--- src/rtl/core/ede_pkg.sv ---
// Shared constants, word types and controller/datapath interface types.
package ede_pkg;

  localparam int unsigned MAX_LEN  = 64;
  localparam int unsigned CNT_W    = $clog2(MAX_LEN + 1);
  localparam int unsigned IDX_W    = (MAX_LEN > 1) ? $clog2(MAX_LEN) : 1;
  localparam int unsigned DIST_W   = 7;
  localparam int unsigned DIST_MAX = (1 << DIST_W) - 1;

  localparam logic [1:0] KIND_SOURCE  = 2'd0;
  localparam logic [1:0] KIND_TARGET  = 2'd1;
  localparam logic [1:0] KIND_COMPUTE = 2'd2;

  typedef struct packed {
    logic [1:0] kind;
    logic [7:0] symbol;
  } ede_in_t;

  typedef struct packed {
    logic [DIST_W-1:0] distance;
    logic              overflow;
  } ede_out_t;

  typedef struct packed {
    logic append;
    logic start;
    logic init_step;
    logic row_rd;
    logic row_wr;
    logic cell_rd;
    logic cell_wr;
    logic finish;
  } ede_cmd_t;

  typedef struct packed {
    logic s_zero;
    logic t_zero;
    logic j_last;
    logic i_last;
    logic out_free;
  } ede_status_t;

  function automatic logic [DIST_W-1:0] sat_dist(logic [CNT_W-1:0] v);
    if (32'(v) > DIST_MAX) begin
      return DIST_W'(DIST_MAX);
    end
    return DIST_W'(v);
  endfunction

endpackage

--- src/rtl/core/edit_distance_engine_top.sv ---
// Levenshtein edit distance engine top level.
// Append words (source or target byte) are stored in order; bytes beyond MAX_LEN are dropped
// and flagged. A compute word for source length s and target length t sweeps the single cost
// row memory, which is read and then written once per cell. No word is taken while a compute
// runs; a finished result waits in the output register while further append words are taken.
// Compute clears both strings and the flag.
module edit_distance_engine_top (
  input  logic              clk_i,
  input  logic              rst_ni,
  input  logic              in_valid_i,
  output logic              in_ready_o,
  input  ede_pkg::ede_in_t  in_word_i,
  output logic              out_valid_o,
  input  logic              out_ready_i,
  output ede_pkg::ede_out_t out_word_o
);

  ede_pkg::ede_cmd_t    cmd;
  ede_pkg::ede_status_t status;

  ede_ctrl u_ctrl (
    .clk_i      (clk_i),
    .rst_ni     (rst_ni),
    .in_valid_i (in_valid_i),
    .kind_i     (in_word_i.kind),
    .in_ready_o (in_ready_o),
    .status_i   (status),
    .cmd_o      (cmd)
  );

  ede_datapath u_datapath (
    .clk_i       (clk_i),
    .rst_ni      (rst_ni),
    .in_word_i   (in_word_i),
    .cmd_i       (cmd),
    .status_o    (status),
    .out_valid_o (out_valid_o),
    .out_ready_i (out_ready_i),
    .out_word_o  (out_word_o)
  );

endmodule

--- src/rtl/core/ede_ctrl.sv ---
// Sequencer for loading, row sweeps and result hand-off.
module ede_ctrl (
  input  logic                 clk_i,
  input  logic                 rst_ni,
  input  logic                 in_valid_i,
  input  logic [1:0]           kind_i,
  output logic                 in_ready_o,
  input  ede_pkg::ede_status_t status_i,
  output ede_pkg::ede_cmd_t    cmd_o
);

  typedef enum logic [6:0] {
    ST_IDLE    = 7'b0000001,
    ST_INIT    = 7'b0000010,
    ST_ROW_RD  = 7'b0000100,
    ST_ROW_WR  = 7'b0001000,
    ST_CELL_RD = 7'b0010000,
    ST_CELL_WR = 7'b0100000,
    ST_DONE    = 7'b1000000
  } ede_state_e;

  ede_state_e state_q, state_d;

  assign in_ready_o = (state_q == ST_IDLE);

  always_comb begin
    state_d = state_q;
    cmd_o   = '0;
    unique case (state_q)
      ST_IDLE: begin
        if (in_valid_i) begin
          if (kind_i == ede_pkg::KIND_COMPUTE) begin
            cmd_o.start = 1'b1;
            state_d     = ST_INIT;
          end else begin
            cmd_o.append = 1'b1;
          end
        end
      end
      ST_INIT: begin
        cmd_o.init_step = 1'b1;
        if (status_i.j_last) begin
          state_d = status_i.s_zero ? ST_DONE : ST_ROW_RD;
        end
      end
      ST_ROW_RD: begin
        cmd_o.row_rd = 1'b1;
        state_d      = ST_ROW_WR;
      end
      ST_ROW_WR: begin
        cmd_o.row_wr = 1'b1;
        if (!status_i.t_zero) begin
          state_d = ST_CELL_RD;
        end else begin
          state_d = status_i.i_last ? ST_DONE : ST_ROW_RD;
        end
      end
      ST_CELL_RD: begin
        cmd_o.cell_rd = 1'b1;
        state_d       = ST_CELL_WR;
      end
      ST_CELL_WR: begin
        cmd_o.cell_wr = 1'b1;
        if (!status_i.j_last) begin
          state_d = ST_CELL_RD;
        end else begin
          state_d = status_i.i_last ? ST_DONE : ST_ROW_RD;
        end
      end
      ST_DONE: begin
        if (status_i.out_free) begin
          cmd_o.finish = 1'b1;
          state_d      = ST_IDLE;
        end
      end
      default: begin
        state_d = ST_IDLE;
      end
    endcase
  end

  always_ff @(posedge clk_i or negedge rst_ni) begin
    if (!rst_ni) begin
      state_q <= ST_IDLE;
    end else begin
      state_q <= state_d;
    end
  end

endmodule

--- src/rtl/core/ede_datapath.sv ---
// Byte stores, cost row memory, cell update and result register.
module ede_datapath (
  input  logic                 clk_i,
  input  logic                 rst_ni,
  input  ede_pkg::ede_in_t     in_word_i,
  input  ede_pkg::ede_cmd_t    cmd_i,
  output ede_pkg::ede_status_t status_o,
  output logic                 out_valid_o,
  input  logic                 out_ready_i,
  output ede_pkg::ede_out_t    out_word_o
);

  localparam int unsigned CW = ede_pkg::CNT_W;
  localparam int unsigned IW = ede_pkg::IDX_W;

  logic [7:0]    src_mem [ede_pkg::MAX_LEN];
  logic [7:0]    tgt_mem [ede_pkg::MAX_LEN];
  logic [CW-1:0] row_mem [ede_pkg::MAX_LEN + 1];

  logic [CW-1:0] src_cnt_q, tgt_cnt_q;
  logic          dropped_q;
  logic [CW-1:0] i_q, j_q;
  logic [CW-1:0] diag_q, left_q;
  logic [7:0]    src_rd_q, tgt_rd_q;
  logic [CW-1:0] row_rd_q;
  logic          out_valid_q;
  ede_pkg::ede_out_t out_q;

  logic [CW-1:0] im1, jm1;
  logic [CW-1:0] min_a, min_b, cell_val, dist_sel;
  logic          row_end;
  logic          row_we;
  logic [CW-1:0] row_waddr, row_wdata, row_raddr;

  assign im1 = i_q - CW'(1);
  assign jm1 = j_q - CW'(1);

  assign min_a    = (left_q < row_rd_q) ? left_q : row_rd_q;
  assign min_b    = (min_a < diag_q) ? min_a : diag_q;
  assign cell_val = (src_rd_q == tgt_rd_q) ? diag_q : min_b + CW'(1);

  assign status_o.s_zero   = (src_cnt_q == '0);
  assign status_o.t_zero   = (tgt_cnt_q == '0);
  assign status_o.j_last   = (j_q == tgt_cnt_q);
  assign status_o.i_last   = (i_q == src_cnt_q);
  assign status_o.out_free = !out_valid_q || out_ready_i;

  assign row_end  = (cmd_i.row_wr && status_o.t_zero) || (cmd_i.cell_wr && status_o.j_last);
  assign dist_sel = status_o.s_zero ? tgt_cnt_q : left_q;

  always_comb begin
    row_we    = 1'b0;
    row_waddr = j_q;
    row_wdata = cell_val;
    row_raddr = j_q;
    if (cmd_i.init_step) begin
      row_we    = 1'b1;
      row_wdata = j_q;
    end else if (cmd_i.row_wr) begin
      row_we    = 1'b1;
      row_waddr = '0;
      row_wdata = i_q;
    end else if (cmd_i.cell_wr) begin
      row_we = 1'b1;
    end
    if (cmd_i.row_rd) begin
      row_raddr = '0;
    end
  end

  always_ff @(posedge clk_i) begin
    if (cmd_i.append && in_word_i.kind == ede_pkg::KIND_SOURCE &&
        32'(src_cnt_q) < ede_pkg::MAX_LEN) begin
      src_mem[src_cnt_q[IW-1:0]] <= in_word_i.symbol;
    end
    if (cmd_i.append && in_word_i.kind == ede_pkg::KIND_TARGET &&
        32'(tgt_cnt_q) < ede_pkg::MAX_LEN) begin
      tgt_mem[tgt_cnt_q[IW-1:0]] <= in_word_i.symbol;
    end
    if (row_we) begin
      row_mem[row_waddr] <= row_wdata;
    end
    if (cmd_i.row_rd) begin
      src_rd_q <= src_mem[im1[IW-1:0]];
    end
    if (cmd_i.cell_rd) begin
      tgt_rd_q <= tgt_mem[jm1[IW-1:0]];
    end
    if (cmd_i.row_rd || cmd_i.cell_rd) begin
      row_rd_q <= row_mem[row_raddr];
    end
  end

  always_ff @(posedge clk_i) begin
    if (cmd_i.start) begin
      i_q <= CW'(1);
      j_q <= '0;
    end else if (cmd_i.init_step || cmd_i.cell_wr) begin
      j_q <= j_q + CW'(1);
    end else if (cmd_i.row_wr) begin
      j_q <= CW'(1);
    end
    if (row_end) begin
      i_q <= i_q + CW'(1);
    end
    if (cmd_i.row_wr) begin
      diag_q <= row_rd_q;
      left_q <= i_q;
    end else if (cmd_i.cell_wr) begin
      diag_q <= row_rd_q;
      left_q <= cell_val;
    end
    if (cmd_i.finish) begin
      out_q.distance <= ede_pkg::sat_dist(dist_sel);
      out_q.overflow <= dropped_q;
    end
  end

  always_ff @(posedge clk_i or negedge rst_ni) begin
    if (!rst_ni) begin
      src_cnt_q   <= '0;
      tgt_cnt_q   <= '0;
      dropped_q   <= 1'b0;
      out_valid_q <= 1'b0;
    end else begin
      if (cmd_i.finish) begin
        src_cnt_q   <= '0;
        tgt_cnt_q   <= '0;
        dropped_q   <= 1'b0;
        out_valid_q <= 1'b1;
      end else begin
        if (out_ready_i) begin
          out_valid_q <= 1'b0;
        end
        if (cmd_i.append && in_word_i.kind == ede_pkg::KIND_SOURCE) begin
          if (32'(src_cnt_q) < ede_pkg::MAX_LEN) begin
            src_cnt_q <= src_cnt_q + CW'(1);
          end else begin
            dropped_q <= 1'b1;
          end
        end
        if (cmd_i.append && in_word_i.kind == ede_pkg::KIND_TARGET) begin
          if (32'(tgt_cnt_q) < ede_pkg::MAX_LEN) begin
            tgt_cnt_q <= tgt_cnt_q + CW'(1);
          end else begin
            dropped_q <= 1'b1;
          end
        end
      end
    end
  end

  assign out_valid_o = out_valid_q;
  assign out_word_o  = out_q;

endmodule

--- config.mk ---
export PLATFORM = sky130hd
export DESIGN_NAME = edit_distance_engine_top
export DESIGN_NICKNAME = d
export VERILOG_FILES = /design/src/rtl/core/ede_pkg.sv /design/src/rtl/core/edit_distance_engine_top.sv /design/src/rtl/core/ede_ctrl.sv /design/src/rtl/core/ede_datapath.sv
export SDC_FILE = /design/constraint.sdc
export NUM_CORES = 2
export LEC_CHECK = 0
export ABC_AREA = 1
export BUFFER_PORTS_ARGS = -buffer_cell sky130_fd_sc_hd__buf_4
export CAP_MARGIN = 20
export CORE_MARGIN = 1.5
export CORE_UTILIZATION = 48
export DETAILED_ROUTE_END_ITERATION = 8
export HOLD_SLACK_MARGIN = 0.15
export PLACE_DENSITY = 0.73
export SLEW_MARGIN = 20
export SYNTH_ARGS = -nofsm -noshare
export SYNTH_HDL_FRONTEND = slang
export SYNTH_SLANG_ARGS = --single-unit
--- constraint.sdc ---
create_clock -name clk_i -period 6.95 [get_ports clk_i]
set_input_delay 0.695 -clock clk_i [delete_from_list [all_inputs] [get_ports clk_i]]
set_output_delay 0.695 -clock clk_i [all_outputs]
set_load 0.02 [all_outputs]
==> results.txt <==
pin count of the biggest net entering global routing = 261
Layout Skew = 58.27 ps
Peak Freq = 0.1978 GHz
Post-synth ARST share = 0.01473
wire per inst = 23.72 um
DRC = 0
initial core utilization = 0.4840
TritonCTS clock tree = done
initial antenna violation count = 1
Die Ht = 367.3 um
top cell type's share of synthesized area = 0.7216
worst setup path endpoint = u_datapath.row_mem[28][2]
Synth Instances = 4760
synthesis-stage register bit count = 1561
max cap viols = 0
outcome = complete, but fails checks
Net Count, Synth = 4795
Worst Path Arrival = 5600 ps
Slew headroom = -0.01395
final non-filler cell total = 6552
mean post-synth cell area = 13.39 um2
Ant. Diodes = 0
maximum vdd drop = 0.0004737 V
crit-path max FO = 41
Critical Path Source = u_datapath.left_q[2]
Sw Ratio = 0.3207
fin crit share = 0.7273
final setup fails = 0
routability cong. = 0.8643
WHS = 347.4 ps
Synth warnings = 0
reg2reg start = u_datapath.left_q[2]
area grow syn2layout = 10.16%
hold crit path type = primary input to asynchronous set/reset pin
clock root buffer = clkbuf_16
most used cell, CP = nand2_1
setup tns final = 0 ps
Post-layout nets = 4715
Reg clk slew, reported paths = 60 ps
top post-synthesis cells by area = edfxtp_1, nor2_1, o21ai_0, o211ai_1, o221ai_1
power consumption = 24.85 mW
Worst EP required = 7500 ps
final wirelength = 155.4 mm
fin crit period = 5055 ps
failing checks = slew limit
critical path type = flip-flop to flip-flop
Tightest Pin Transition = 1521 ps
pre-CTS setup slack = 1883 ps
Clock Latency Late Sink = 800 ps
global-route wire length before repair = 234.6 mm
Critical Path Start Type = flip-flop
total CTS buffers = 155
core area = 131600 um2
Resized cells post-CTS = 0
register area share after synthesis = 0.7328
commonest cells in the netlist = edfxtp_1, nor2_1, o21ai_0
vias = 40310
Slowest-stage cell, CP = buf_4
CP Capture Type = flip-flop
LEAKAGE = 21.87 nW
vias in the first global route = 38090
sw power = 7.967 mW
clock power share = 0.331
Synth area leader = edfxtp_1
Via density = 6.152
Pins Over Slew Limit = 60
R2R Path End = u_datapath.row_mem[28][2]
CTS Sinks = 1561
grt total ovfl = 0
overall routing resource usage = 0.2259
Final ANT Viol Nets = 0
PD cells = 354.0 nW/um2
slowest stage delay, CP = 500 ps
Max clock buf depth = 3
hpwl dp = 87.16 mm
initial DRC count = 5229
buffers added on ports = 23
Post-synth EDFFs = 1531
share of layout cells above drive strength 1 = 0.08380
Sequential Power Share = 0.429
IO Pins = 24
Die Wd = 367.3 um
H-tree depth reported by CTS = 4
Int Pwr = 16.88 mW
R2R depth = 25
drt pass-1 iters = 6
Yosys cell types = 60
Die Area = 134900 um2
Hold Violations, Final = 0
synthesized cell area = 63710 um2
num rows = 133
RSZ-0062 raised after global routing = false
Placed Instances = 6277
top-count cell post-synth = edfxtp_1
Synth Flop Type = edfxtp_1
combinational fraction of design power = 0.240
worst reg2reg setup slack = 1900 ps
Worst Setup Slack, final = 1895 ps
[per-layer routing]
metal  share of wire  vias up  GRT usage
met5               0        -          0
met4           0.026        0    0.07200
met3            0.10      314    0.05017
met2            0.46     2198     0.3442
li1                -    17840          -
met1            0.41    19950     0.3239
[worst min path at each step]
stage / startpoint / endpoint / depth (start not counted)
final: rst_ni / u_datapath.out_valid_o / 2
after global routing: out_ready_i / u_ctrl.state_q[6] / 4
after CTS: out_ready_i / u_ctrl.state_q[6] / 4
after detailed placement: u_datapath.row_rd_q[6] / u_datapath.diag_q[6] / 0
after global placement: u_datapath.row_rd_q[3] / u_datapath.diag_q[3] / 0
after floorplan: rst_ni / u_ctrl.state_q[1] / 0
[layout make-up]
class	instances	area (um2)
repair buffers	82	643.1
inverters	116	452.9
fillers	10460	61440
flip-flops and latches	1561	46690
well taps	1755	2196
clock buffers	190	4041
clock inverters	84	920.9
multi-input cells	2764	15240
[worst max-delay path, delay by kind of cell, from the launching register on]
| family | cells | cell delay, ps |
|---|---|---|
| compound gates | 6 | 1530 |
| simple gates | 13 | 1290 |
| fa+ha+maj | 3 | 870 |
| buf+inv | 3 | 620 |
| flops | 1 | 430 |
[sequential cells by signal, indices dropped and copies added, names as in the netlist]
name and flops:
u_datapath.src_mem 512, u_datapath.tgt_mem 512, u_datapath.row_mem 455, u_datapath.out_word_o 8, u_datapath.src_rd_q 8, u_datapath.tgt_rd_q 8, u_ctrl.state_q 7, u_datapath.diag_q 7
u_datapath.i_q 7, u_datapath.j_q 7, u_datapath.left_q 7, u_datapath.row_rd_q 7, u_datapath.src_cnt_q 7, u_datapath.tgt_cnt_q 7, u_datapath.dropped_q 1, u_datapath.out_valid_o 1
[repair_timing]
item | CTS | global route
endpoints found under the hold margin | 23 | 0
hold buffers | 1 | 0
setup buffers | 0 | 0
setup endpoints to repair | 0 | 0
[cells in the final DEF, fill, tap and decap left out, types with 6 or more instances in the layout]
cell type	instances
dfrtp_1	22
nand4_1	12
a21oi_1	28
o221ai_1	166
or2_1	21
nand3_1	228
or2_2	55
o21ai_0	536
clkinv_2	18
ha_1	19
o32ai_1	45
inv_2	16
bufinv_16	13
dfxtp_1	6
inv_1	93
clkbuf_1	33
xor2_1	19
inv_6	6
clkinv_16	6
nand2_2	8
or2_0	13
buf_4	79
xnor2_1	8
o311ai_1	22
clkinv_1	41
mux2i_1	83
nor4_1	11
o31ai_1	7
nand2_1	179
o22ai_1	86
o211ai_1	216
clkbuf_16	156
o311ai_0	22
edfxtp_1	1531
nor3_1	19
nor2_1	909
[cell families (layout without fill, tap and decap cells)]
logic type               count (synthesis)  after routing  share of synthesized area
flip-flops                            1561           1561                     0.7328
AND/OR/NAND/NOR                       1481           1481                    0.09913
AO/OA/AOI/OAI                         1146           1146                     0.1161
buffers and inverters                  435            472                    0.03028
multiplexers                            83             83                    0.01304
XOR/XNOR                                33             33                   0.004536
adder cells (fa/ha/maj)                 21             21                   0.004124
[power groups by stage]
stage                     clock network [mW]  logic, mW  registers, mW
after CTS                               8.28       5.87           10.7
final                                   8.22       5.97           10.7
after global placement                     0       5.70           10.8
after floorplan                            0       4.12           10.7
after global routing                    8.64       6.43           10.7
after detailed placement                   0       5.82           10.9
[metrics by stage]
stage,util,cell area [um2]
2_1_floorplan,-,63710
3_3_place_gp,0.4954,65210
3_5_place_dp,0.4954,65210
4_1_cts,0.5332,70180
5_1_grt,0.5332,70190
6_report,0.5332,70190
Note: power is estimated with default switching activity, not from simulation.
